$ cat src/hdl/eopg_pkg.sv
// Shared types, constants and the sine table generator of the elliptic orbit phase generator.
package eopg_pkg;

	// Angle units: 1/128 degree, one turn is 46080 units
	localparam int unsigned TURN_UNITS    = 46080;
	localparam int unsigned QUARTER_UNITS = 11520;

	// pi/2 in Q30, argument scale of the table series
	localparam longint unsigned HALF_PI_Q30 = 64'd1686629713;

	// Field widths
	localparam int ANGLE_W  = 16;
	localparam int RADIUS_W = 16;
	localparam int POS_W    = 24;
	localparam int TRIG_W   = 15;   // table magnitude, Q1.15 without sign
	localparam int REM_W    = 14;   // remainder inside one quadrant
	localparam int CFG_IDX_W  = 3;
	localparam int CFG_DATA_W = 24;

	// Pipeline stages; the last one is the output register
	localparam int NUM_STAGES = 9;
	localparam int STG_LOAD   = 1;  // accumulators advanced, center picked
	localparam int STG_WRAP   = 2;  // angle reduced, cosine phase formed
	localparam int STG_QUAD   = 3;  // quadrant and remainder
	localparam int STG_SCALE  = 4;  // remainder scaled by table depth
	localparam int STG_RECIP  = 5;  // reciprocal multiply
	localparam int STG_ADDR   = 6;  // quotient correction, quadrant mirror
	localparam int STG_ROM    = 7;  // table read
	localparam int STG_MULT   = 8;  // radius times trig
	localparam int STG_OUT    = 9;  // round, add center, saturate

	typedef logic [ANGLE_W-1:0]          angle_t;
	typedef logic signed [POS_W-1:0]     pos_t;
	typedef logic [RADIUS_W-1:0]         radius_t;
	typedef logic signed [TRIG_W+1:0]    trig_t;
	typedef logic [NUM_STAGES:1]         stage_vec_t;

	localparam angle_t QUARTER_ANGLE = angle_t'(QUARTER_UNITS);
	localparam angle_t HALF_ANGLE    = angle_t'(2 * QUARTER_UNITS);
	localparam angle_t TRIPLE_ANGLE  = angle_t'(3 * QUARTER_UNITS);

	// Configuration register indexes
	typedef enum logic [CFG_IDX_W-1:0] {
		REG_ORBIT_STEP = 3'd0,
		REG_SPIN_STEP  = 3'd1,
		REG_RADIUS_A   = 3'd2,
		REG_RADIUS_B   = 3'd3,
		REG_CENTER_X   = 3'd4,
		REG_CENTER_Z   = 3'd5
	} reg_index_t;

	typedef struct packed {
		logic use_given_center;
		pos_t given_center_x;
		pos_t given_center_z;
	} in_item_t;

	typedef struct packed {
		pos_t   pos_x;
		pos_t   pos_z;
		angle_t orbit_angle_out;
		angle_t spin_angle_out;
	} out_item_t;

	typedef struct packed {
		angle_t  orbit_step;
		angle_t  spin_step;
		radius_t radius_a;
		radius_t radius_b;
		pos_t    center_x;
		pos_t    center_z;
	} cfg_t;

	// Per-transaction data that rides along the pipeline
	typedef struct packed {
		angle_t orbit;
		angle_t spin;
		pos_t   cx;
		pos_t   cz;
	} side_t;

	// sin(x) for x in Q30 radians, Taylor series to x^17, rounded to Q15
	function automatic logic [TRIG_W-1:0] series_sine(input longint unsigned x);
		longint unsigned x2;
		longint unsigned term;
		longint          sum;
		longint unsigned q;
		x2   = (x * x) >> 30;
		term = x;
		sum  = longint'(x);
		term = ((term * x2) >> 30) / 6;
		sum  = sum - longint'(term);
		term = ((term * x2) >> 30) / 20;
		sum  = sum + longint'(term);
		term = ((term * x2) >> 30) / 42;
		sum  = sum - longint'(term);
		term = ((term * x2) >> 30) / 72;
		sum  = sum + longint'(term);
		term = ((term * x2) >> 30) / 110;
		sum  = sum - longint'(term);
		term = ((term * x2) >> 30) / 156;
		sum  = sum + longint'(term);
		term = ((term * x2) >> 30) / 210;
		sum  = sum - longint'(term);
		term = ((term * x2) >> 30) / 272;
		sum  = sum + longint'(term);
		if (sum < 0) begin
			sum = 0;
		end
		q = (unsigned'(sum) + 64'd16384) >> 15;
		series_sine = (q > 64'd32767) ? 15'd32767 : q[TRIG_W-1:0];
	endfunction

endpackage

$ cat src/hdl/eopg_phase.sv
// Orbit and spin phase accumulators, center select and angle wrap stages.
module eopg_phase (
	input  logic                  clk,
	input  logic                  arst_n,
	input  eopg_pkg::stage_vec_t  stage_en,
	input  logic                  accept,
	input  eopg_pkg::in_item_t    in_item,
	input  eopg_pkg::cfg_t        cfg,
	output eopg_pkg::side_t       side_s1,
	output eopg_pkg::angle_t      sin_angle_s2,
	output eopg_pkg::angle_t      cos_angle_s2
);

	localparam logic [16:0] TURN17    = 17'(eopg_pkg::TURN_UNITS);
	localparam logic [16:0] QUARTER17 = 17'(eopg_pkg::QUARTER_UNITS);

	eopg_pkg::angle_t orbit_q, spin_q;
	eopg_pkg::angle_t orbit_next, spin_next;
	logic [16:0]      orbit_sum, spin_sum, orbit_wrap, spin_wrap;
	logic [16:0]      cur17, red17, cos17, cos_wrap;

	// Phase add with a single wrap subtraction, low 16 bits kept
	always_comb begin
		orbit_sum  = {1'b0, orbit_q} + {1'b0, cfg.orbit_step};
		spin_sum   = {1'b0, spin_q} + {1'b0, cfg.spin_step};
		orbit_wrap = (orbit_sum >= TURN17) ? orbit_sum - TURN17 : orbit_sum;
		spin_wrap  = (spin_sum >= TURN17) ? spin_sum - TURN17 : spin_sum;
		orbit_next = orbit_wrap[15:0];
		spin_next  = spin_wrap[15:0];
	end

	// Accumulator state advances once per accepted transaction
	always_ff @(posedge clk or negedge arst_n) begin
		if (!arst_n) begin
			orbit_q <= '0;
			spin_q  <= '0;
		end else if (accept) begin
			orbit_q <= orbit_next;
			spin_q  <= spin_next;
		end
	end

	// Stage 1: new angles and the chosen center
	always_ff @(posedge clk) begin
		if (stage_en[eopg_pkg::STG_LOAD]) begin
			side_s1.orbit <= orbit_next;
			side_s1.spin  <= spin_next;
			side_s1.cx    <= in_item.use_given_center ? in_item.given_center_x : cfg.center_x;
			side_s1.cz    <= in_item.use_given_center ? in_item.given_center_z : cfg.center_z;
		end
	end

	// Reduce below one turn; cosine is sine a quarter turn ahead
	always_comb begin
		cur17    = {1'b0, side_s1.orbit};
		red17    = (cur17 >= TURN17) ? cur17 - TURN17 : cur17;
		cos17    = red17 + QUARTER17;
		cos_wrap = (cos17 >= TURN17) ? cos17 - TURN17 : cos17;
	end

	// Stage 2
	always_ff @(posedge clk) begin
		if (stage_en[eopg_pkg::STG_WRAP]) begin
			sin_angle_s2 <= red17[15:0];
			cos_angle_s2 <= cos_wrap[15:0];
		end
	end

endmodule

$ cat config.mk
export PLATFORM = sky130hd
export DESIGN_NAME = eopg_phase
export DESIGN_NICKNAME = d
export VERILOG_FILES = /design/src/hdl/eopg_pkg.sv /design/src/hdl/eopg_phase.sv
export SDC_FILE = /design/constraint.sdc
export NUM_CORES = 1
export LEC_CHECK = 0
export BUFFER_PORTS_ARGS = -buffer_cell sky130_fd_sc_hd__buf_2
export CAP_MARGIN = 0
export CORE_ASPECT_RATIO = 1.75
export CORE_UTILIZATION = 50
export CTS_CLUSTER_SIZE = 16
export DETAILED_ROUTE_END_ITERATION = 8
export PLACE_DENSITY = 0.81
export SLEW_MARGIN = 20
export SYNTH_ARGS = -nofsm -noshare
export SYNTH_HDL_FRONTEND = slang
export SYNTH_SLANG_ARGS = --single-unit
$ cat constraint.sdc
create_clock -name clk -period 4.5 [get_ports clk]
set_input_delay 0.45 -clock clk [delete_from_list [all_inputs] [get_ports clk]]
set_output_delay 0.45 -clock clk [all_outputs]
set_load 0.02 [all_outputs]
==> metrics.yaml, run 1 <==
ys_warn_count: 0
final_common_cell: "buf_2"
max_stage_delay_ns: 0.41
initialDrtViolationCount: 232
fin_skew_ns: 0.0133
drc_errors: 0
synth_flop_cell: "edfxtp_1"
num_io_pins: 285
layout-drive-gt1-share: 0.431
cts_setup_buffers: 0
rsz0062_at_grt: "no"
pwr-share-comb: 0.557
internal_power_mw: 4.86
wl_per_cell_um: 18.7
syn_nets: 850
numCtsBuffers: 17
viasPerCell: 5.64
powerDensity_mw_per_mm2: 851
crit_fanout: 5
place_congestion: 0.912
maxSlewHeadroom: 0.290
die_y_um: 167
layout_common_cells: "buf_2 (244), edfxtp_1 (104), mux2_2 (74), ha_1 (43), inv_1 (35)"
async_reset_ff_frac: 0.235
cp_num_buf_inv: 3
startpoint_type: "register"
worstPathArrival_ns: 4.58
required_ns: 4.83
critPathLaunch: "orbit_q[6]"
tightest_slew_ns: 1.06
period_share: 0.945
ys_types: 73
synthCells: 632
irDropWorstVdd_mv: 0.521
cp-end-kind: "register"
synth_edf_count: 104
cp_slowest_cell: "or4_1"
synth-seq-cells: 136
r2r_end: "orbit_q[13]"
setup_tns_ns: 0
grt_overflow: 0
swShare: 0.416
crit_chain: "ha_1 -> a2111oi_0 -> o21ai_1 -> and2_1 -> a31oi_1 -> xnor2_1 -> inv_1 -> ha_1 -> nand3b_1 -> or4_1 -> nor3_1 -> buf_4 -> a2111oi_0 -> o31a_1 -> buf_4 -> or3_1 -> a31oi_1"
p_seq_frac: 0.271
crit_family: "compound AO/OA/AOI/OAI gates"
clk_latency_ns: 0.42
cts_sinks: 136
grt.total_usage: 0.262
drt-total-wl_mm: 20.3
dieArea_mm2: 0.0161
row_count: 60
coreArea_mm2: 0.0153
yosysSeqAreaShare: 0.504
antenna_found_initial: 2
io_buffers: 245
setup_violations: 0
cts.path.max_buffers: 2
synth_area_leaders: "edfxtp_1 (40%), mux2_2 (11%), dfrtp_1 (10%), ha_1 (6.9%), xnor2_1 (2.9%)"
ant_nets: 0
h-tree-depth: 4
worstSetupPathType: "register to register"
hp-class: "input port to async pin"
rrSetupSlack_ns: 0.25
period_minus_slack_ns: 4.25
maxCapViolCount: 0
layoutNonFillerInstCount: 1082
power_switching_mw: 3.46
p_leak_nw: 4.35
finalHoldViolCount: 0
outcome: "complete, no violations"
clockPowerShare: 0.172
grt_pass1_vias: 6313
grt_pass1_wl_mm: 31.4
synth_top_area_frac: 0.401
synthToLayoutAreaGrowth_pct: 25.6
dr.pass1.iters: 5
hpwl_mm: 15.7
cts_tree: "done"
synth_area_mm2: 0.00778
yosys.area.top_type: "edfxtp_1"
start_util: 0.508
finalNetCount: 1100
cts.reportedPaths.clkPinSlew_ns: 0.06
vias: 6103
fp.dieW_um: 96.3
worstReg2RegStart: "orbit_q[6]"
grt_start_max_net_pins: 81
fmax_ghz: 0.235
finalMaxSlewViolations: 0
avgSynthCellArea_um2: 12.3
r2r_cells: 17
dp_cells: 1049
cts-root-buf: "clkbuf_16"
==> worst max-delay path by stage <==
stage	endpoint	depth (start not counted)
after floorplan	orbit_q[11]	16
after global placement	orbit_q[11]	18
after detailed placement	orbit_q[11]	17
after CTS	orbit_q[11]	16
after global routing	side_s1[76]	17
final	orbit_q[13]	17
==> sequential cells by signal, summed over array words and instances (netlist names) <==
register / cells
side_s1: 80
orbit_q: 16
sin_angle_s2: 16
spin_q: 16
cos_angle_s2: 8
==> cell usage after synthesis, types with 6 or more instances <==
master,instances
nor2b_1,6
inv_1,35
xnor2_1,26
xor2_1,10
and2_1,7
nor3_1,13
a21o_1,15
o211ai_1,6
mux2i_1,10
nand2_1,26
o21ai_0,17
ha_1,43
mux2_2,74
a21oi_1,31
buf_4,18
clkbuf_1,10
o21a_1,9
dfrtp_1,32
a31oi_1,12
nand3_1,13
edfxtp_1,104
or3_1,6
nor2_1,19
==> final cells by class <==
class | instances | area (um^2)
antenna | 1 | 2.50
clock buffer | 19 | 433
clock inverter | 13 | 169
fill | 1181 | 5540
inverter | 36 | 135
multi-input combinational | 429 | 3530
sequential | 136 | 3920
tap | 186 | 233
timing repair buffer | 262 | 1360
==> timing repair <==
item,4_1_cts,5_1_grt
gates resized for setup,0,1
setup endpoints to repair,0,1
hold buffers,0,0
hold endpoints to repair,0,0
==> cell families (layout without fill, tap and decap cells) <==
group	Yosys count	after routing	share of synthesized area
AO/OA/AOI/OAI	144	144	0.134
XOR/XNOR	37	37	0.0426
adder cells (fa/ha/maj)	45	45	0.0743
buffers and inverters	67	330	0.0429
flip-flops	136	136	0.504
multiplexers	86	86	0.123
other	0	1	0
AND/OR/NAND/NOR	117	117	0.0786
==> worst reg2reg max path: stages, from the launching register on <==
cell and delay (ns):
dfrtp_1 0.38, ha_1 0.35, a2111oi_0 0.39, o21ai_1 0.20
and2_1 0.19, a31oi_1 0.30, xnor2_1 0.16, inv_1 0.12
ha_1 0.20, nand3b_1 0.08, or4_1 0.41, nor3_1 0.16
buf_4 0.16, a2111oi_0 0.09, o31a_1 0.31, buf_4 0.16
or3_1 0.33, a31oi_1 0.19
==> power groups by stage <==
stage          Clock, mW  Combinational [mW]  Sequential (mW)
6_report            1.43                4.63             2.26
5_1_grt             1.51                5.09             2.32
4_1_cts             1.45                4.61             2.26
3_5_place_dp           0                4.58             2.28
3_3_place_gp           0                4.44             2.26
2_1_floorplan          0                3.14             2.51
==> layer usage <==
layer / GRT usage / part of all wire / vias to the layer above
met3: 0.0699 / 0.075 / 31
li1: - / - / 2876
met1: 0.260 / 0.34 / 2952
met5: 0 / 0 / -
met2: 0.495 / 0.55 / 244
met4: 0.105 / 0.026 / 0
==> stage by stage <==
stage | total power [mW] | utilization | cell area (um^2) | hold slack [ns] | setup slack [ns]
floorplan | 5.65 | - | 7780 | 0.154 | 0.536
global placement | 6.70 | 0.599 | 9170 | 0.456 | 0.227
detailed placement | 6.86 | 0.599 | 9170 | 0.469 | 0.151
CTS | 8.32 | 0.638 | 9770 | 0.153 | 0.323
global route | 8.91 | 0.638 | 9780 | 0.194 | 0.0373
finish | 8.32 | 0.638 | 9780 | 0.122 | 0.247
Note: power is estimated with default switching activity, not from simulation.
==> run 2, diff against run 1 <==
--- a/config.mk
+++ b/config.mk
@@ -6,12 +6,14 @@
 export NUM_CORES = 1
 export LEC_CHECK = 0
 export BUFFER_PORTS_ARGS = -buffer_cell sky130_fd_sc_hd__buf_2
-export CAP_MARGIN = 0
+export CAP_MARGIN = 10
 export CORE_ASPECT_RATIO = 1.75
 export CORE_UTILIZATION = 50
+export CTS_BUF_LIST = sky130_fd_sc_hd__clkbuf_4 sky130_fd_sc_hd__clkbuf_8
 export CTS_CLUSTER_SIZE = 16
 export DETAILED_ROUTE_END_ITERATION = 8
 export PLACE_DENSITY = 0.81
+export RECOVER_POWER = 50
 export SLEW_MARGIN = 20
 export SYNTH_ARGS = -nofsm -noshare
 export SYNTH_HDL_FRONTEND = slang
==> run 2 against run 1 <==
Against the previous run:
- the flow now finishes with violations (max-capacitance violations, max-slew violations)
- non-clock buffer count stayed put
- clock skew up 0.012 ns
- final cell count did not move
- clock power shrank 25%
- clock-buffer cell count is the same
- worst hold slack better by 0.19 ns
- die area unchanged
- register-to-register slack better by 0.06 ns
- setup slack better by 0.055 ns
- via count fell by 0.98%
- power is 4.7% lower
- critical endpoint unchanged
==> metrics.yaml, run 2 (synthesis results as in run 1) <==
maxSlewHeadroom: -0.455
hp-class: "input port to register"
p_leak_nw: 4.15
wl_per_cell_um: 18.6
place_congestion: 0.912
final_cell_area_mm2: 0.00954
grt_pass1_vias: 6310
fin_skew_ns: 0.0248
row_count: 60
required_ns: 4.84
period_minus_slack_ns: 4.20
coreArea_mm2: 0.0153
rsz0062_at_grt: "no"
outcome: "finished, violations left"
finalMaxSlewViolations: 153
layout-drive-gt1-share: 0.388
irDropWorstVdd_mv: 0.513
violations: "max-capacitance violations, max-slew violations"
cts.path.max_buffers: 2
startpoint_type: "register"
synthToLayoutAreaGrowth_pct: 22.6
setup_slack_ns: 0.303
layout_common_cells: "buf_2 (203), edfxtp_1 (104), mux2_2 (74), ha_1 (43), clkbuf_1 (41)"
start_util: 0.508
worstPathArrival_ns: 4.53
initialDrtViolationCount: 276
viasPerCell: 5.59
grt.total_usage: 0.259
ant_nets: 0
largest_reg_flops: 80
layoutNonFillerInstCount: 1082
crit_fanout: 3
drc_errors: 0
grt_start_max_net_pins: 81
worstSetupPathType: "register to register"
setup_tns_ns: 0
die_y_um: 167
drt-total-wl_mm: 20.1
hpwl_mm: 15.7
p_total_mw: 7.93
dieArea_mm2: 0.0161
dp_cells: 1049
fmax_ghz: 0.238
finalHoldViolCount: 0
antenna_found_initial: 2
setup_violations: 0
finalNetCount: 1100
holdWs_ns: 0.308
dp_slack_ns: 0.151
h-tree-depth: 4
vias: 6043
cts-root-buf: "clkbuf_8"
seqCellArea_mm2: 0.00392
cp-end-kind: "register"
dr.pass1.iters: 4
maxCapViolCount: 3
grt_overflow: 0
dpl_cell_area_mm2: 0.00917
io_buffers: 245
numCtsBuffers: 17
final_common_cell: "buf_2"
cts.reportedPaths.clkPinSlew_ns: 0.10
grt_pass1_wl_mm: 31.1
num_io_pins: 285
powerDensity_mw_per_mm2: 831
clk_latency_ns: 0.44
multi_input_area_mm2: 0.00353
tightest_slew_ns: 2.18
final_util: 0.623
postCtsHoldBufs: 0
cts_tree: "done"
fp.dieW_um: 96.3
cts_sinks: 136
regMostFlops: "side_s1"
period_share: 0.933
num-fill-cells: 1230
## run 2: changes by cell type in the layout (fill, tap and decap cells not counted), moves of 2 or more
cell and delta:
buf_2 -41, clkbuf_1 +39, clkbuf_8 +17, clkbuf_4 +2, clkbuf_16 -17
## run 2: area by class of cell
| class | count | share of cell area |
|---|---|---|
| Sequential cell | 136 | 0.411 |
| Multi-Input combinational cell | 429 | 0.370 |
| Timing Repair Buffer | 262 | 0.136 |
| Clock buffer | 19 | 0.0261 |
| Tap cell | 186 | 0.0244 |
| Clock inverter | 13 | 0.0177 |
| Inverter | 36 | 0.0142 |
| Antenna cell | 1 | 0.000262 |
## run 2: routing by layer
metal | vias up | GRT usage | wire [um] | share of wire
met5 | - | 0 | 0 | 0
met4 | 0 | 0.0946 | 564 | 0.028
met3 | 31 | 0.0749 | 1470 | 0.073
met2 | 239 | 0.489 | 11000 | 0.55
met1 | 2901 | 0.257 | 7070 | 0.35
li1 | 2872 | - | - | -
## run 2: timing repair
action / CTS / global route
gates resized for setup: 0 / 2
setup endpoints to repair: 0 / 5
buffers inserted: 0 / 0
## run 2: path summary, 6_finish.rpt
kind | from | to | slack (ns) | cells after the start
setup reg to reg | orbit_q[0] | orbit_q[13] | 0.30 | 18
hold reg to reg | side_s1[71] | sin_angle_s2[7] | 0.48 | 0
min in group asynchronous | arst_n | spin_q[13] | 0.56 | 1
max in group asynchronous | arst_n | orbit_q[4] | 2.79 | 1
hold / removal | in_item[6] | side_s1[6] | 0.31 | 2
setup / recovery | orbit_q[0] | orbit_q[13] | 0.30 | 18
## run 2: worst max-delay path: stages, from the launching register on
cell       delay, ns
dfrtp_1         0.36
ha_1            0.20
inv_1           0.07
fa_1            0.40
and2b_1         0.25
o31a_1          0.16
o21ai_2         0.08
o21ai_0         0.25
xor2_1          0.22
ha_1            0.23
nand3b_1        0.08
or4_1           0.42
nor3_1          0.16
buf_4           0.16
a2111oi_0       0.09
o31a_1          0.31
buf_4           0.16
or3_1           0.32
a31oi_1         0.17
## run 2: report_power, final
part           switching, mW  internal (mW)
combinational           2.67           1.93
sequential             0.239           2.02
clock                  0.504          0.569
total                   3.41           4.52
==> run 3, diff against run 2 <==
==> constraint.sdc (replaced) <==
create_clock -name clk -period 4.5 [get_ports clk]
set_input_delay 1.35 -clock clk [delete_from_list [all_inputs] [get_ports clk]]
set_output_delay 1.35 -clock clk [all_outputs]
set_load 0.02 [all_outputs]
==> run 3 against run 2 <==
Against the previous run:
- the flow still finishes with violations (max-capacitance violations, max-slew violations)
- sequential cell count unchanged
- maximum frequency decreased by 5.6%
- setup slack worse by 0.25 ns
- final cell count rose by 4.8%
- sequential share of layout area is 2.2 points lower
- die area is the same
- first-iteration DRC count is 26% lower
- critical endpoint is now spin_q[11]
==> metrics.yaml, run 3 (synthesis results as in run 1) <==
period_minus_slack_ns: 4.45
rsz0062_at_grt: "yes"
cts.path.max_buffers: 2
hp-class: "register to register"
path_common_cell: "o2111ai_2"
fp.dieW_um: 96.3
cp-end-kind: "register"
dp_cells: 1098
layoutNonFillerInstCount: 1134
antenna_found_initial: 1
place_congestion: 0.916
maxSlewHeadroom: -0.314
pwr-share-comb: 0.615
initialDrtViolationCount: 205
largest_reg_flops: 80
violations: "max-capacitance violations, max-slew violations"
crit_fanout: 2
postCtsHoldBufs: 0
fin_skew_ns: 0.0169
setup_slack_ns: 0.0521
grt.total_usage: 0.253
clockPowerShare: 0.120
regMostFlops: "side_s1"
viasPerCell: 5.49
outcome: "finished, violations left"
cp_num_buf_inv: 2
grt_start_max_net_pins: 81
cts_sinks: 136
p_total_mw: 8.51
maxCapViolCount: 1
cts-root-buf: "clkbuf_8"
setup_violations: 0
h-tree-depth: 4
worstSetupPathType: "input port to register"
hold_start: "side_s1[66]"
drc_errors: 0
io_buffers: 245
hpwl_mm: 15.3
grt_pass1_wl_mm: 30.8
min_to: "sin_angle_s2[2]"
grt_overflow: 0
die_y_um: 167
row_count: 60
worstReg2RegStart: "side_s1[65]"
powerDensity_mw_per_mm2: 843
rrSetupSlack_ns: 0.57
worstHoldPathCells: 0
layout-drive-gt1-share: 0.484
coreArea_mm2: 0.0153
swShare: 0.430
numCtsBuffers: 17
finalHoldViolCount: 0
dr.pass1.iters: 6
internal_power_mw: 4.85
crit_family: "compound AO/OA/AOI/OAI gates"
antennaDiodeCount: 0
worstPathArrival_ns: 4.79
cts.reportedPaths.clkPinSlew_ns: 0.09
vias: 6220
power_switching_mw: 3.66
grt_pass1_vias: 6536
dp_slack_ns: -0.639
irDropWorstVdd_mv: 0.471
wl_per_cell_um: 17.4
tightest_slew_ns: 1.97
max_stage_delay_ns: 0.36
p_seq_frac: 0.265
cp.depth: 18
startpoint_type: "input port"
required_ns: 4.84
r2r_end: "cos_angle_s2[13]"
period_share: 0.988
clk_latency_ns: 0.45
fmax_ghz: 0.225
dieArea_mm2: 0.0161
p_leak_nw: 4.53
r2r_cells: 13
start_util: 0.508
num_io_pins: 285
finalNetCount: 1153
crit_chain: "buf_2 -> ha_1 -> inv_1 -> fa_2 -> nor2b_4 -> o2111ai_2 -> nand3_2 -> a21oi_2 -> xnor2_1 -> ha_2 -> nand2_1 -> or3_4 -> a2111oi_4 -> o2111ai_2 -> o211ai_1 -> a21bo_2 -> mux2_4 -> mux2_2"
drt-total-wl_mm: 19.8
cts_tree: "done"
ant_nets: 0
cp_slowest_cell: "fa_2"
layout_common_cells: "buf_2 (242), edfxtp_1 (104), mux2_2 (73), buf_4 (71), ha_1 (39)"
synthToLayoutAreaGrowth_pct: 29.6
final_common_cell: "buf_2"
finalMaxSlewViolations: 33
[run 3: cell types whose count changed in the layout (fill, tap and decap cells not counted), moves of 4 or more]
| cell | change |
|---|---|
| buf_4 | +54 |
| buf_2 | +39 |
| clkbuf_1 | -39 |
| ha_1 | -4 |
[run 3: layer usage]
layer / vias to the layer above / GRT usage / share of wire
met5: - / 0 / 0.00056
met4: 2 / 0.109 / 0.035
met3: 57 / 0.0731 / 0.075
met2: 250 / 0.466 / 0.54
met1: 2925 / 0.254 / 0.35
li1: 2986 / - / -
[run 3: final cells by class]
| type | count | area (um^2) |
|---|---|---|
| Fill cell | 1193 | 5230 |
| Sequential cell | 136 | 3920 |
| Multi-Input combinational cell | 429 | 3650 |
| Timing Repair Buffer | 315 | 1750 |
| Clock buffer | 17 | 234 |
| Tap cell | 186 | 233 |
| Clock inverter | 15 | 161 |
| Inverter | 36 | 135 |
[run 3: worst reg2reg max path, delay by kind of cell (launching register included)]
family	cells	cell delay, ns
xor+xnor	2	0.37
simple gates	5	1.12
compound gates	5	1.56
flops	1	0.42
fa+ha+maj	1	0.22
[run 3: through the flow]
| stage | hold WS, ns | setup TNS, ns | area (um^2) | util |
|---|---|---|---|---|
| floorplan | 0.442 | -0.776 | 7830 | - |
| global placement | 0.451 | -6.10 | 9580 | 0.626 |
| detailed placement | 0.475 | -7.34 | 9580 | 0.626 |
| CTS | 0.493 | -0.0311 | 10100 | 0.656 |
| global route | 0.500 | -0.148 | 10100 | 0.659 |
| finish | 0.488 | 0 | 10100 | 0.659 |
[run 3: how the worst max path moves through the flow]
stage	slack [ns]	start	endpoint
CTS	-0.03	cfg[97]	orbit_q[11]
floorplan	-0.21	cfg[96]	orbit_q[11]
global placement	-0.57	cfg[102]	orbit_q[11]
detailed placement	-0.64	cfg[102]	orbit_q[11]
global route	-0.07	cfg[80]	spin_q[11]
finish	0.05	cfg[80]	spin_q[11]
[run 3: power by group through the flow]
| stage | Clock [mW] | Combinational [mW] | Sequential (mW) |
|---|---|---|---|
| 5_1_grt | 1.09 | 5.69 | 2.31 |
| 3_5_place_dp | 0 | 5.06 | 2.28 |
| 6_report | 1.02 | 5.23 | 2.25 |
| 2_1_floorplan | 0 | 3.20 | 2.52 |
| 3_3_place_gp | 0 | 4.89 | 2.25 |
| 4_1_cts | 1.04 | 5.16 | 2.26 |
[run 3: repair_timing]
action                                  4_1_cts  5_1_grt
setup buffers                                 3        1
gates resized for setup                      11       10
endpoints found under the setup margin        8       12
pin swaps                                     8        8
