**config.mk**
```make
export PLATFORM = sky130hd
export DESIGN_NAME = eopg_place
export DESIGN_NICKNAME = d
export VERILOG_FILES = /design/src/hdl/eopg_pkg.sv /design/src/hdl/eopg_place.sv
export SDC_FILE = /design/constraint.sdc
export NUM_CORES = 1
export LEC_CHECK = 0
export ABC_AREA = 0
export BUFFER_PORTS_ARGS = -buffer_cell sky130_fd_sc_hd__buf_2
export CAP_MARGIN = 20
export CORE_MARGIN = 2
export CORE_UTILIZATION = 30
export DETAILED_ROUTE_END_ITERATION = 8
export PLACE_DENSITY = 0.48
export SLEW_MARGIN = 20
export SYNTH_ARGS = -nofsm -noshare
export SYNTH_HDL_FRONTEND = slang
export SYNTH_SLANG_ARGS = --single-unit
export TNS_END_PERCENT = 10
```
**constraint.sdc**
```tcl
create_clock -name clk -period 11.9 [get_ports clk]
set_clock_uncertainty 0.15 [all_clocks]
set_input_delay 2.38 -clock clk [delete_from_list [all_inputs] [get_ports clk]]
set_output_delay 2.38 -clock clk [all_outputs]
set_load 0.1 [all_outputs]
```
**src/hdl/eopg_pkg.sv**
```systemverilog
// Shared types, constants and the sine table generator of the elliptic orbit phase generator.
package eopg_pkg;

	// Angle units: 1/128 degree, one turn is 46080 units
	localparam int unsigned TURN_UNITS    = 46080;
	localparam int unsigned QUARTER_UNITS = 11520;

	// pi/2 in Q30, argument scale of the table series
	localparam longint unsigned HALF_PI_Q30 = 64'd1686629713;

	// Field widths
	localparam int ANGLE_W  = 16;
	localparam int RADIUS_W = 16;
	localparam int POS_W    = 24;
	localparam int TRIG_W   = 15;   // table magnitude, Q1.15 without sign
	localparam int REM_W    = 14;   // remainder inside one quadrant
	localparam int CFG_IDX_W  = 3;
	localparam int CFG_DATA_W = 24;

	// Pipeline stages; the last one is the output register
	localparam int NUM_STAGES = 9;
	localparam int STG_LOAD   = 1;  // accumulators advanced, center picked
	localparam int STG_WRAP   = 2;  // angle reduced, cosine phase formed
	localparam int STG_QUAD   = 3;  // quadrant and remainder
	localparam int STG_SCALE  = 4;  // remainder scaled by table depth
	localparam int STG_RECIP  = 5;  // reciprocal multiply
	localparam int STG_ADDR   = 6;  // quotient correction, quadrant mirror
	localparam int STG_ROM    = 7;  // table read
	localparam int STG_MULT   = 8;  // radius times trig
	localparam int STG_OUT    = 9;  // round, add center, saturate

	typedef logic [ANGLE_W-1:0]          angle_t;
	typedef logic signed [POS_W-1:0]     pos_t;
	typedef logic [RADIUS_W-1:0]         radius_t;
	typedef logic signed [TRIG_W+1:0]    trig_t;
	typedef logic [NUM_STAGES:1]         stage_vec_t;

	localparam angle_t QUARTER_ANGLE = angle_t'(QUARTER_UNITS);
	localparam angle_t HALF_ANGLE    = angle_t'(2 * QUARTER_UNITS);
	localparam angle_t TRIPLE_ANGLE  = angle_t'(3 * QUARTER_UNITS);

	// Configuration register indexes
	typedef enum logic [CFG_IDX_W-1:0] {
		REG_ORBIT_STEP = 3'd0,
		REG_SPIN_STEP  = 3'd1,
		REG_RADIUS_A   = 3'd2,
		REG_RADIUS_B   = 3'd3,
		REG_CENTER_X   = 3'd4,
		REG_CENTER_Z   = 3'd5
	} reg_index_t;

	typedef struct packed {
		logic use_given_center;
		pos_t given_center_x;
		pos_t given_center_z;
	} in_item_t;

	typedef struct packed {
		pos_t   pos_x;
		pos_t   pos_z;
		angle_t orbit_angle_out;
		angle_t spin_angle_out;
	} out_item_t;

	typedef struct packed {
		angle_t  orbit_step;
		angle_t  spin_step;
		radius_t radius_a;
		radius_t radius_b;
		pos_t    center_x;
		pos_t    center_z;
	} cfg_t;

	// Per-transaction data that rides along the pipeline
	typedef struct packed {
		angle_t orbit;
		angle_t spin;
		pos_t   cx;
		pos_t   cz;
	} side_t;

	// sin(x) for x in Q30 radians, Taylor series to x^17, rounded to Q15
	function automatic logic [TRIG_W-1:0] series_sine(input longint unsigned x);
		longint unsigned x2;
		longint unsigned term;
		longint          sum;
		longint unsigned q;
		x2   = (x * x) >> 30;
		term = x;
		sum  = longint'(x);
		term = ((term * x2) >> 30) / 6;
		sum  = sum - longint'(term);
		term = ((term * x2) >> 30) / 20;
		sum  = sum + longint'(term);
		term = ((term * x2) >> 30) / 42;
		sum  = sum - longint'(term);
		term = ((term * x2) >> 30) / 72;
		sum  = sum + longint'(term);
		term = ((term * x2) >> 30) / 110;
		sum  = sum - longint'(term);
		term = ((term * x2) >> 30) / 156;
		sum  = sum + longint'(term);
		term = ((term * x2) >> 30) / 210;
		sum  = sum - longint'(term);
		term = ((term * x2) >> 30) / 272;
		sum  = sum + longint'(term);
		if (sum < 0) begin
			sum = 0;
		end
		q = (unsigned'(sum) + 64'd16384) >> 15;
		series_sine = (q > 64'd32767) ? 15'd32767 : q[TRIG_W-1:0];
	endfunction

endpackage

```
**src/hdl/eopg_place.sv**
```systemverilog
// One ellipse coordinate: radius times trig, rounded to Q.8, plus center, saturated.
module eopg_place (
	input  logic                 clk,
	input  eopg_pkg::stage_vec_t stage_en,
	input  eopg_pkg::radius_t    radius,
	input  eopg_pkg::trig_t      trig,
	input  eopg_pkg::pos_t       center_s8,
	output eopg_pkg::pos_t       pos_s9
);

	localparam int PROD_W   = eopg_pkg::RADIUS_W + eopg_pkg::TRIG_W + 3;
	localparam int SCALED_W = PROD_W - 15;
	localparam int SUM_W    = eopg_pkg::POS_W + 2;

	logic signed [PROD_W-1:0]   prod_s8;
	logic signed [PROD_W-1:0]   biased;
	logic signed [SCALED_W-1:0] scaled;
	logic signed [SUM_W-1:0]    sum;
	logic                       ovf;
	eopg_pkg::pos_t             pos;

	// Stage 8: Q8.8 radius times Q1.15 trig gives Q9.23
	always_ff @(posedge clk) begin
		if (stage_en[eopg_pkg::STG_MULT]) begin
			prod_s8 <= signed'({1'b0, radius}) * trig;
		end
	end

	// Round half up to Q.8, add center, clamp when the top bits disagree
	always_comb begin
		biased = prod_s8 + PROD_W'(16384);
		scaled = biased[PROD_W-1:15];
		sum    = {{(SUM_W - SCALED_W){scaled[SCALED_W-1]}}, scaled}
		       + {{(SUM_W - eopg_pkg::POS_W){center_s8[eopg_pkg::POS_W-1]}}, center_s8};
		ovf    = (sum[SUM_W-1:eopg_pkg::POS_W-1] != '0) && (sum[SUM_W-1:eopg_pkg::POS_W-1] != '1);
		if (ovf) begin
			pos = sum[SUM_W-1] ? {1'b1, {(eopg_pkg::POS_W - 1){1'b0}}}
			                   : {1'b0, {(eopg_pkg::POS_W - 1){1'b1}}};
		end else begin
			pos = sum[eopg_pkg::POS_W-1:0];
		end
	end

	// Stage 9: output register
	always_ff @(posedge clk) begin
		if (stage_en[eopg_pkg::STG_OUT]) begin
			pos_s9 <= pos;
		end
	end

endmodule

```
==> out/results.tsv, run 1 <==
stage	metric	value	unit
synth	synth_top_area_share	0.3313	
cells_and_area	area_growth	7.975	%
route	ant_nets	0	
cells_and_area	fin_nets	1869	
global_route	grt_pass1_vias	9717	
synth	synth.largest_area_cell	fa_1	
floorplan	start_util	0.3024	
synth	synthFlopType	edfxtp_1	
critical_path	cpPeakStageDelay	560	ps
cells_and_area	insertedDiodeCount	0	
route	wl_per_cell	16.04	um
critical_path	crit_path_end_kind	register	
floorplan	core	41760	um2
sta	max_freq	0.1203	GHz
critical_path	regToRegSetupSlack	6950	ps
sta	rsz0062_at_grt	false	
sta	worst_pin_slew	783.5	ps
synth	yosysSeqAreaShare	0.1046	
sta	period_minus_slack	8309	ps
sta	period_share	0.6982	
synth	postSynthCellCount	1399	
clocking	ctsResizeCount	0	
synth	ys_async_sr_fraction	0	
critical_path	cp.required	11780	ps
sta	setup_viol	0	
critical_path	cp_max_fo	16	
status	status	completed	
job	max_cap_viol_count	0	
global_route	grt.total_usage	0.1482	
clocking	clk_path_buf_depth	2	
critical_path	cp_slowest_cell	fa_1	
clocking	htreeDepth	2	
cells_and_area	drive_gt1_frac	0.08097	
sta	hold_ws	833.7	ps
worst_hold_path	hp-class	reg2reg	
route	routed-via-count	9147	
critical_path	start_kind	primary input	
critical_path	critPathArrivalTime	8190	ps
synth	synth_area_leaders	fa_1 33%, ha_1 15%, edfxtp_1 10%	
route	wirelength	31.83	mm
floorplan	rows	75	
clocking	path_clk_slew	60	ps
global_route	antenna_found_initial	0	
global_route	grt_overflow	0	
synth	synth_edf_count	44	
critical_path	path_cells	buf_2 -> nand2_1 -> fa_1 -> inv_1 -> fa_1 -> inv_1 -> fa_1 -> inv_1 -> fa_1 -> fa_1 -> inv_1 -> fa_1 -> inv_1 -> ha_1 -> nand3_1 -> nor2_1 -> o2111ai_1 -> a21oi_1 -> nor2_1 -> o41a_1 -> o21ai_0 -> xnor2_1	
sta	tns	0	ps
route	drc	0	
floorplan	io_pins	91	
clocking	cts_setup_buffers	0	
cells_and_area	layout.cells.non_filler	1984	
clocking	root_buffer	clkbuf_16	
sta	hold_viol_final	0	
cells_and_area	mostFrequentLayoutCell	inv_1	
floorplan	fp.dieH	209.2	um
clocking	clkSinkCount	44	
synth	yosysWarningCount	0	
route	via_per_inst	4.610	
cells_and_area	most-common-layout-cells	299 x inv_1, 209 x fa_1, 162 x and2_1	
placement	routabilityCongestion	0.7957	
clocking	cts_tree	yes	
clocking	cts_buffers	5	
floorplan	die_w	209.2	um
placement	numPortBuffers	83	
floorplan	die_area	43760	um2
sta	max-slew-margin-rel	0.4694	
sta	drv_slew	0	
global_route	grt_start_max_net_pins	25	
synth	syn_area_per_cell	9.028	um2
placement	place_inst	1976	
clocking	clk_latency	280	ps
cells_and_area	final_util	0.3266	
route	first_pass_iters	5	
placement	dp_hpwl	25.22	mm
route	drt_iter0_markers	303	
synth	synth_area	12630	um2
clocking	cts_hold_buf	0	
cells_and_area	nFillCells	4376	
critical_path	crit_top_cell	fa_1	
synth	ys_ff_latch	44	
synth	synth_cell_types	69	
global_route	grt_pass1_wl	51.39	mm
synth	synthesis.nets	1824	
critical_path	worstSetupPathType	in2reg	
==> synthesized netlist by cell type (9+ instances only) <==
cell type  count
a21o_1        16
a21oi_1       55
and2_1       162
and3_1         9
clkbuf_1      33
edfxtp_1      44
fa_1         209
ha_1         149
inv_1        299
nand2_1      161
nand2b_1       9
nand3_1       20
nand4_1       11
nor2_1        23
nor2b_1       13
o21ai_0       26
xnor2_1       39
xor2_1        19
==> logic make-up after synthesis <==
kind of cell | after synthesis | share of synthesized area
AND/OR/NAND/NOR | 434 | 0.1799
adder cells (fa/ha/maj) | 358 | 0.4789
buffers and inverters | 344 | 0.1064
AO/OA/AOI/OAI | 160 | 0.08916
XOR/XNOR | 58 | 0.04022
flip-flops | 44 | 0.1046
multiplexers | 1 | 0.0007926
==> per-stage QoR <==
step                      instance area [um2]  setup slack, ps
after floorplan                         12630             3904
after global placement                  13500             3243
after detailed placement                13500             3242
after CTS                               13640             3530
after global routing                    13640             3253
final                                   13640             3591
==> final timing paths <==
check | from | to | cells past startpoint
min | prod_s8[15] | pos_s9[0] | 4
min reg2reg | prod_s8[15] | pos_s9[0] | 4
max | trig[8] | prod_s8[33] | 22
max reg2reg | prod_s8[16] | pos_s9[22] | 16
==> state kept, by name, summed over array words and instances (netlist names) <==
signal and cells:
pos_s9 24, prod_s8 20
==> cell type report <==
type | count | area, um2 | area share
clock inverters | 3 | 13.76 | 0.001009
repair buffers | 83 | 415.4 | 0.03046
flip-flops and latches | 44 | 1321 | 0.09689
well taps | 539 | 674.4 | 0.04945
clock buffers | 5 | 125.1 | 0.009175
inverters | 299 | 1122 | 0.08230
multi-input cells | 1011 | 9965 | 0.7307
==> per-layer routing <==
| metal | part of all wire | global-route usage | wire (um) |
|---|---|---|---|
| met4 | 0.013 | 0.02537 | 420 |
| met3 | 0.043 | 0.01638 | 1377 |
| met2 | 0.45 | 0.2421 | 14220 |
| met1 | 0.50 | 0.2139 | 15820 |
| met5 | 0 | 0 | 0 |
==> critical path, delay by kind of cell <==
family,cells,cell delay [ps]
buffers and inverters,6,650
AOI/OAI and AO/OA,4,1130
xor gates and xnor gates,1,80
adders and majority gates,7,3370
and+or+nand+nor,4,560
Power of run 1 is left out: the tool's default activity adds up to more than one toggle a clock period on the data nets, which glitch-free logic cannot reach.
==> run 2: changes to the inputs <==
--- a/config.mk
+++ b/config.mk
@@ -11,7 +11,7 @@
 export CORE_MARGIN = 2
 export CORE_UTILIZATION = 30
 export DETAILED_ROUTE_END_ITERATION = 8
-export PLACE_DENSITY = 0.48
+export PLACE_DENSITY = 0.5
 export SLEW_MARGIN = 20
 export SYNTH_ARGS = -nofsm -noshare
 export SYNTH_HDL_FRONTEND = slang
==> constraint.sdc (replaced) <==
create_clock -name clk -period 7.2 [get_ports clk]
set_clock_uncertainty 0.15 [all_clocks]
set_input_delay 1.44 -clock clk [delete_from_list [all_inputs] [get_ports clk]]
set_output_delay 1.44 -clock clk [all_outputs]
set_load 0.1 [all_outputs]
==> run 2 against run 1 <==
Design area rose by 4.6%. Non-clock buffer count rose by 71. Flip-flop and latch count did not move. Hold slack improved by 13 ps. Largest cell class unchanged. Highest routed layer unchanged.
==> out/results.tsv, run 2 (synthesis gave the netlist of run 1 again) <==
stage	metric	value	unit	change
global_route	use_met2	0.2241		was 0.2421
cells_and_area	most-common-layout-cells	299 x inv_1, 208 x fa_1, 162 x and2_1		was 299 x inv_1, 209 x fa_1, 162 x and2_1
global_route	met3_usage	0.009769		was 0.01638
sta	setup_viol	0		unchanged
global_route	grt_overflow	0		unchanged
critical_path	path_cells	buf_2 -> and2_1 -> fa_1 -> inv_1 -> fa_1 -> fa_1 -> inv_1 -> fa_1 -> fa_1 -> inv_1 -> fa_1 -> inv_1 -> ha_1 -> a21o_1 -> a21o_1 -> a21oi_2 -> o21ai_1 -> and3_1 -> or3b_1 -> a31oi_1 -> xnor2_1		was buf_2 -> nand2_1 -> fa_1 -> inv_1 -> fa_1 -> inv_1 -> fa_1 -> inv_1 -> fa_1 -> fa_1 -> inv_1 -> fa_1 -> inv_1 -> ha_1 -> nand3_1 -> nor2_1 -> o2111ai_1 -> a21oi_1 -> nor2_1 -> o41a_1 -> o21ai_0 -> xnor2_1
floorplan	die_area	43760	um2	unchanged
cells_and_area	nFillCells	4286		was 4376
cells_and_area	top_register	pos_s9		unchanged
floorplan	io_pins	91		unchanged
cells_and_area	drive_gt1_frac	0.1299		was 0.08097
critical_path	cp_max_fo	9		was 16
critical_path	crit_path_end_kind	register		unchanged
critical_path	regToRegStartpoint	prod_s8[16]		unchanged
critical_path	crit_top_cell	fa_1		unchanged
critical_path	regToRegSetupSlack	2270	ps	was 6950 ps
clocking	htreeDepth	2		unchanged
sta	hold_viol_final	0		unchanged
cells_and_area	insertedDiodeCount	0		unchanged
critical_path	start_kind	primary input		unchanged
cells_and_area	fin_nets	1940		was 1869
route	drc	0		unchanged
route	first_pass_iters	5		unchanged
clocking	clkSinkCount	44		unchanged
cells_and_area	multi_input_area	10000	um2	was 9965 um2
placement	numPortBuffers	83		unchanged
global_route	antenna_found_initial	0		unchanged
floorplan	core	41760	um2	unchanged
status	status	completed		unchanged
critical_path	worstSetupPathType	in2reg		unchanged
route	ant_nets	0		unchanged
placement	routabilityCongestion	0.8351		was 0.7957
sta	period_share	0.9746		
critical_path	cpPeakStageDelay	540	ps	was 560 ps
sta	rsz0062_at_grt	false		unchanged
floorplan	start_util	0.3024		unchanged
sta	worst_pin_slew	1274	ps	was 783.5 ps
global_route	grt.total_usage	0.1347		was 0.1482
floorplan	rows	75		unchanged
clocking	cts_buffers	5		unchanged
critical_path	reg2regPathDepth	16		unchanged
job	max_cap_viol_count	0		unchanged
placement	dp_hpwl	26.18	mm	was 25.22 mm
clocking	path_clk_slew	60	ps	about the same
cells_and_area	largest_reg_flops	24		unchanged
floorplan	fp.dieH	209.2	um	unchanged
route	wl_per_cell	14.11	um	was 16.04 um
cells_and_area	seq_area	1321	um2	unchanged
global_route	grt-busiest-layer	met2		unchanged
global_route	grtUsageMet1	0.1925		was 0.2139
critical_path	critPathArrivalTime	6910	ps	was 8190 ps
route	wirelength	29.01	mm	was 31.83 mm
global_route	grt_pass1_vias	9697		was 9717
critical_path	cp.required	7090	ps	was 11780 ps
sta	max_freq	0.1425	GHz	
clocking	root_buffer	clkbuf_16		unchanged
route	routed-via-count	9287		was 9147
clocking	cts_tree	yes		unchanged
worst_hold_path	hp-class	reg2reg		unchanged
cells_and_area	area_growth	12.94	%	was 7.975%
sta	period_minus_slack	7017	ps	
cells_and_area	mostFrequentLayoutCell	inv_1		unchanged
route	drt_iter0_markers	239		was 303
critical_path	cp_slowest_cell	fa_1		unchanged
clocking	clk_latency	290	ps	was 280 ps
floorplan	die_w	209.2	um	unchanged
sta	max-slew-margin-rel	0.1396		was 0.4694
route	via_per_inst	4.519		was 4.610
worst_hold_path	min_path_cells	4		unchanged
global_route	grt_pass1_wl	48.37	mm	was 51.39 mm
sta	drv_slew	0		unchanged
critical_path	r2r-end	pos_s9[22]		unchanged
cells_and_area	largestRegisters	pos_s9 (24), prod_s8 (20)		unchanged
cells_and_area	final_util	0.3416		was 0.3266
global_route	grt_start_max_net_pins	25		unchanged
worst_hold_path	min_to	pos_s9[0]		unchanged
clocking	clk_path_buf_depth	2		unchanged
worst_hold_path	hp-start	prod_s8[15]		unchanged
-- run 2: cell count changes in the layout (fill, tap and decap cells not counted), sizes merged --
cell / before / now
buf: 83 / 154
bufinv: 0 / 1
clkinv: 3 / 1
clkinvlp: 0 / 1
-- run 2: cell type report --
cell class              count  area share
repair buffers            154     0.06825
inverters                 299     0.07868
clock buffers               5    0.008772
clock inverters             3    0.002982
well taps                 539     0.04728
multi-input cells        1011      0.7014
flip-flops and latches     44     0.09263
-- run 2: critical path: cells and delay by family --
| family | cells | cell delay (ps) |
|---|---|---|
| adders and majority gates | 7 | 3290 |
| and+or+nand+nor | 3 | 850 |
| AOI/OAI and AO/OA | 5 | 870 |
| buffers and inverters | 5 | 390 |
| xor gates and xnor gates | 1 | 90 |
-- run 2: how the worst max path moves through the flow --
stage | startpoint | end | slack, ps | cells after the start
4_1_cts | trig[2] | prod_s8[26] | 60 | 21
2_1_floorplan | trig[2] | prod_s8[26] | 140 | 21
6_report | trig[2] | prod_s8[26] | 180 | 21
3_5_place_dp | trig[2] | prod_s8[26] | -240 | 21
3_3_place_gp | trig[2] | prod_s8[26] | -230 | 21
5_1_grt | trig[8] | prod_s8[32] | 4 | 22
-- run 2: metal layers --
layer / wire length, um / share of wire
met2: 12910 / 0.45
met4: 569 / 0.020
met1: 14680 / 0.51
met5: 0 / 0
met3: 845 / 0.029
-- run 2: per-stage QoR --
stage / setup slack [ps] / setup TNS (ps) / instances / area (um2) / hold WS, ps
floorplan: 143.7 / 0 / 1399 / 12630 / 707.6
global placement: -227.0 / -1181 / 2047 / 14060 / 841.1
detailed placement: -243.4 / -1300 / 2047 / 14060 / 818.8
CTS: 57.18 / 0 / 2055 / 14220 / 849.6
global route: 3.845 / 0 / 2055 / 14260 / 904.6
finish: 183.1 / 0 / 2055 / 14260 / 847.1
-- run 2: repair_timing --
item	CTS	global route
hold buffers	0	0
resized for setup	0	14
endpoints found under the setup margin	0	8
buffers inserted	0	0
Power of run 2 is left out for the same reason.
==> run 3: changes to the inputs <==
--- a/config.mk
+++ b/config.mk
@@ -8,10 +8,11 @@
 export ABC_AREA = 0
 export BUFFER_PORTS_ARGS = -buffer_cell sky130_fd_sc_hd__buf_2
 export CAP_MARGIN = 20
+export CORE_ASPECT_RATIO = 0.5
 export CORE_MARGIN = 2
-export CORE_UTILIZATION = 30
+export CORE_UTILIZATION = 52
 export DETAILED_ROUTE_END_ITERATION = 8
-export PLACE_DENSITY = 0.5
+export PLACE_DENSITY = 0.73
 export SLEW_MARGIN = 20
 export SYNTH_ARGS = -nofsm -noshare
 export SYNTH_HDL_FRONTEND = slang
==> constraint.sdc (replaced) <==
create_clock -name clk -period 6.7 [get_ports clk]
set_clock_uncertainty 0.15 [all_clocks]
set_input_delay 1.34 -clock clk [delete_from_list [all_inputs] [get_ports clk]]
set_output_delay 1.34 -clock clk [all_outputs]
set_load 0.1 [all_outputs]
==> run 3 against run 2 <==
The flow now finishes with violations (negative setup slack). Die area decreased by 41%. Routed wire length increased by 4.5%. Non-clock buffer count increased by 49. Final cell count decreased by 8.5%. Register-to-register slack got worse by 390 ps. Critical path type unchanged. Critical endpoint is now prod_s8[33]. Largest cell class unchanged. Highest routed layer unchanged.
==> out/results.tsv, run 3 (synthesis gave the netlist of run 1 again) <==
stage	metric	value	unit	change
status	status	finished, violations left		was completed
status	violations	negative setup slack		
global_route	grt_pass1_wl	50.93	mm	was 48.37 mm
placement	place_inst	1864		was 2047
cells_and_area	fin_area	14690	um2	was 14260 um2
sta	fin_ws	-114.1	ps	was 183.1 ps
cells_and_area	drive_gt1_frac	0.1930		was 0.1299
worst_hold_path	hp-start	prod_s8[15]		unchanged
cells_and_area	seq_area	1321	um2	unchanged
global_route	grt_start_max_net_pins	25		unchanged
critical_path	crit_path_end_kind	register		unchanged
critical_path	worstSetupPathType	in2reg		unchanged
route	wirelength	30.31	mm	was 29.01 mm
sta	max_freq	0.1468	GHz	
worst_hold_path	min_path_cells	4		unchanged
global_route	grt_overflow	0		unchanged
sta	hold_viol_final	0		unchanged
route	routed-wl-met2	14.96	mm	was 12.91 mm
sta	max-slew-margin-rel	0.4397		was 0.1396
route	ant_nets	0		unchanged
cells_and_area	most-common-layout-cells	286 x inv_1, 198 x fa_1, 159 x nand2_1		was 299 x inv_1, 208 x fa_1, 162 x and2_1
clocking	cts_tree	yes		unchanged
critical_path	reg2regPathDepth	16		unchanged
cells_and_area	largestRegisters	pos_s9 (24), prod_s8 (20)		unchanged
cells_and_area	nFillCells	1932		was 4286
sta	period_minus_slack	6814	ps	
global_route	antenna_found_initial	0		unchanged
worst_hold_path	hp-class	reg2reg		unchanged
cells_and_area	area_growth	16.32	%	was 12.94%
sta	tns	-440.6	ps	was 0 ps
sta	rsz0062_at_grt	true		was false
floorplan	die_area	25630	um2	was 43760 um2
worst_hold_path	min_to	pos_s9[0]		unchanged
cells_and_area	final_util	0.6141		was 0.3416
critical_path	r2r-end	pos_s9[4]		was pos_s9[22]
route	first_pass_iters	5		unchanged
critical_path	regToRegSetupSlack	1880	ps	was 2270 ps
clocking	path_clk_slew	60	ps	about the same
clocking	clkSinkCount	44		unchanged
route	drc	0		unchanged
placement	numPortBuffers	83		unchanged
placement	placed_area	14170	um2	was 14060 um2
cells_and_area	layout.cells.non_filler	1880		was 2055
cells_and_area	multi_input_area	10220	um2	was 10000 um2
floorplan	io_pins	91		unchanged
sta	worst_pin_slew	829.9	ps	was 1274 ps
route	drt_iter0_markers	622		was 239
global_route	grt.total_usage	0.2477		was 0.1347
critical_path	cp.required	6590	ps	was 7090 ps
clocking	root_buffer	clkbuf_16		unchanged
floorplan	core	23920	um2	was 41760 um2
route	via_per_inst	5.256		was 4.519
floorplan	rows	40		was 75
route	top_layer_used	met4		unchanged
critical_path	critPathArrivalTime	6700	ps	was 6910 ps
floorplan	die_w	224.4	um	was 209.2 um
sta	period_share	1.017		
clocking	clk_path_buf_depth	2		unchanged
clocking	clk_latency	290	ps	about the same
route	routed-via-count	9882		was 9287
route	wl_met3	1.356	mm	was 845 um
critical_path	start_kind	primary input		unchanged
cells_and_area	insertedDiodeCount	0		unchanged
floorplan	start_util	0.5279		was 0.3024
cells_and_area	largest_reg_flops	24		unchanged
sta	setup_viol	5		was 0
critical_path	cp_max_fo	7		was 9
sta	drv_slew	0		unchanged
job	max_cap_viol_count	0		unchanged
cells_and_area	mostFrequentLayoutCell	inv_1		unchanged
cells_and_area	top_register	pos_s9		unchanged
cells_and_area	fin_nets	1989		was 1940
critical_path	regToRegStartpoint	prod_s8[16]		unchanged
placement	routabilityCongestion	0.9070		was 0.8351
route	met1_length	13.20	mm	was 14.68 mm
route	wl_per_cell	16.12	um	was 14.11 um
clocking	cts_buffers	5		unchanged
global_route	grt_pass1_vias	10683		was 9697
placement	dp_hpwl	25.89	mm	was 26.18 mm
floorplan	fp.dieH	114.2	um	was 209.2 um
clocking	htreeDepth	2		unchanged
## run 3: final cells by class
class	count	area share
multi-input cells	1011	0.6959
repair buffers	203	0.09914
flip-flops and latches	44	0.08994
inverters	299	0.07640
well taps	315	0.02683
clock buffers	5	0.008517
clock inverters	3	0.003237
## run 3: worst max path at each step
| stage | startpoint | end | cells past startpoint |
|---|---|---|---|
| 3_5_place_dp | trig[2] | prod_s8[33] | 22 |
| 2_1_floorplan | radius[9] | prod_s8[27] | 21 |
| 3_3_place_gp | trig[2] | prod_s8[33] | 22 |
| 5_1_grt | trig[6] | prod_s8[33] | 23 |
| 6_report | trig[7] | prod_s8[33] | 23 |
| 4_1_cts | radius[10] | prod_s8[26] | 21 |
## run 3: routing by layer
metal	vias to the layer above	GRT usage
met2	250	0.4588
met3	56	0.02412
met1	4880	0.3125
met4	0	0.06711
li1	4696	-
met5	-	0
## run 3: per-stage QoR
step	hold WS, ps	setup slack (ps)
2_1_floorplan	707.6	-21.40
3_3_place_gp	827.9	-582.9
3_5_place_dp	840.0	-644.7
4_1_cts	862.0	-193.2
5_1_grt	920.2	-300.1
6_report	854.9	-114.1
## run 3: what timing repair did
item	in CTS	in global routing
hold endpoints to repair	0	0
hold buffers	0	0
buffers inserted	4	4
cloned	0	0
pin swaps	30	38
resized for setup	41	52
endpoints found under the setup margin	9	15
## run 3: critical path, cell delays in order
cell,delay (ps)
buf_6,110
buf_12,120
and2_4,130
fa_1,550
inv_2,50
fa_1,570
fa_1,450
fa_1,560
inv_2,50
fa_1,510
inv_1,60
fa_1,520
inv_2,50
ha_4,270
inv_2,40
nor2_4,120
o2111ai_4,140
a21oi_2,160
buf_4,150
nor2_2,50
o41a_1,420
o21ai_2,190
xnor2_1,90
Power of run 3 is left out for the same reason.
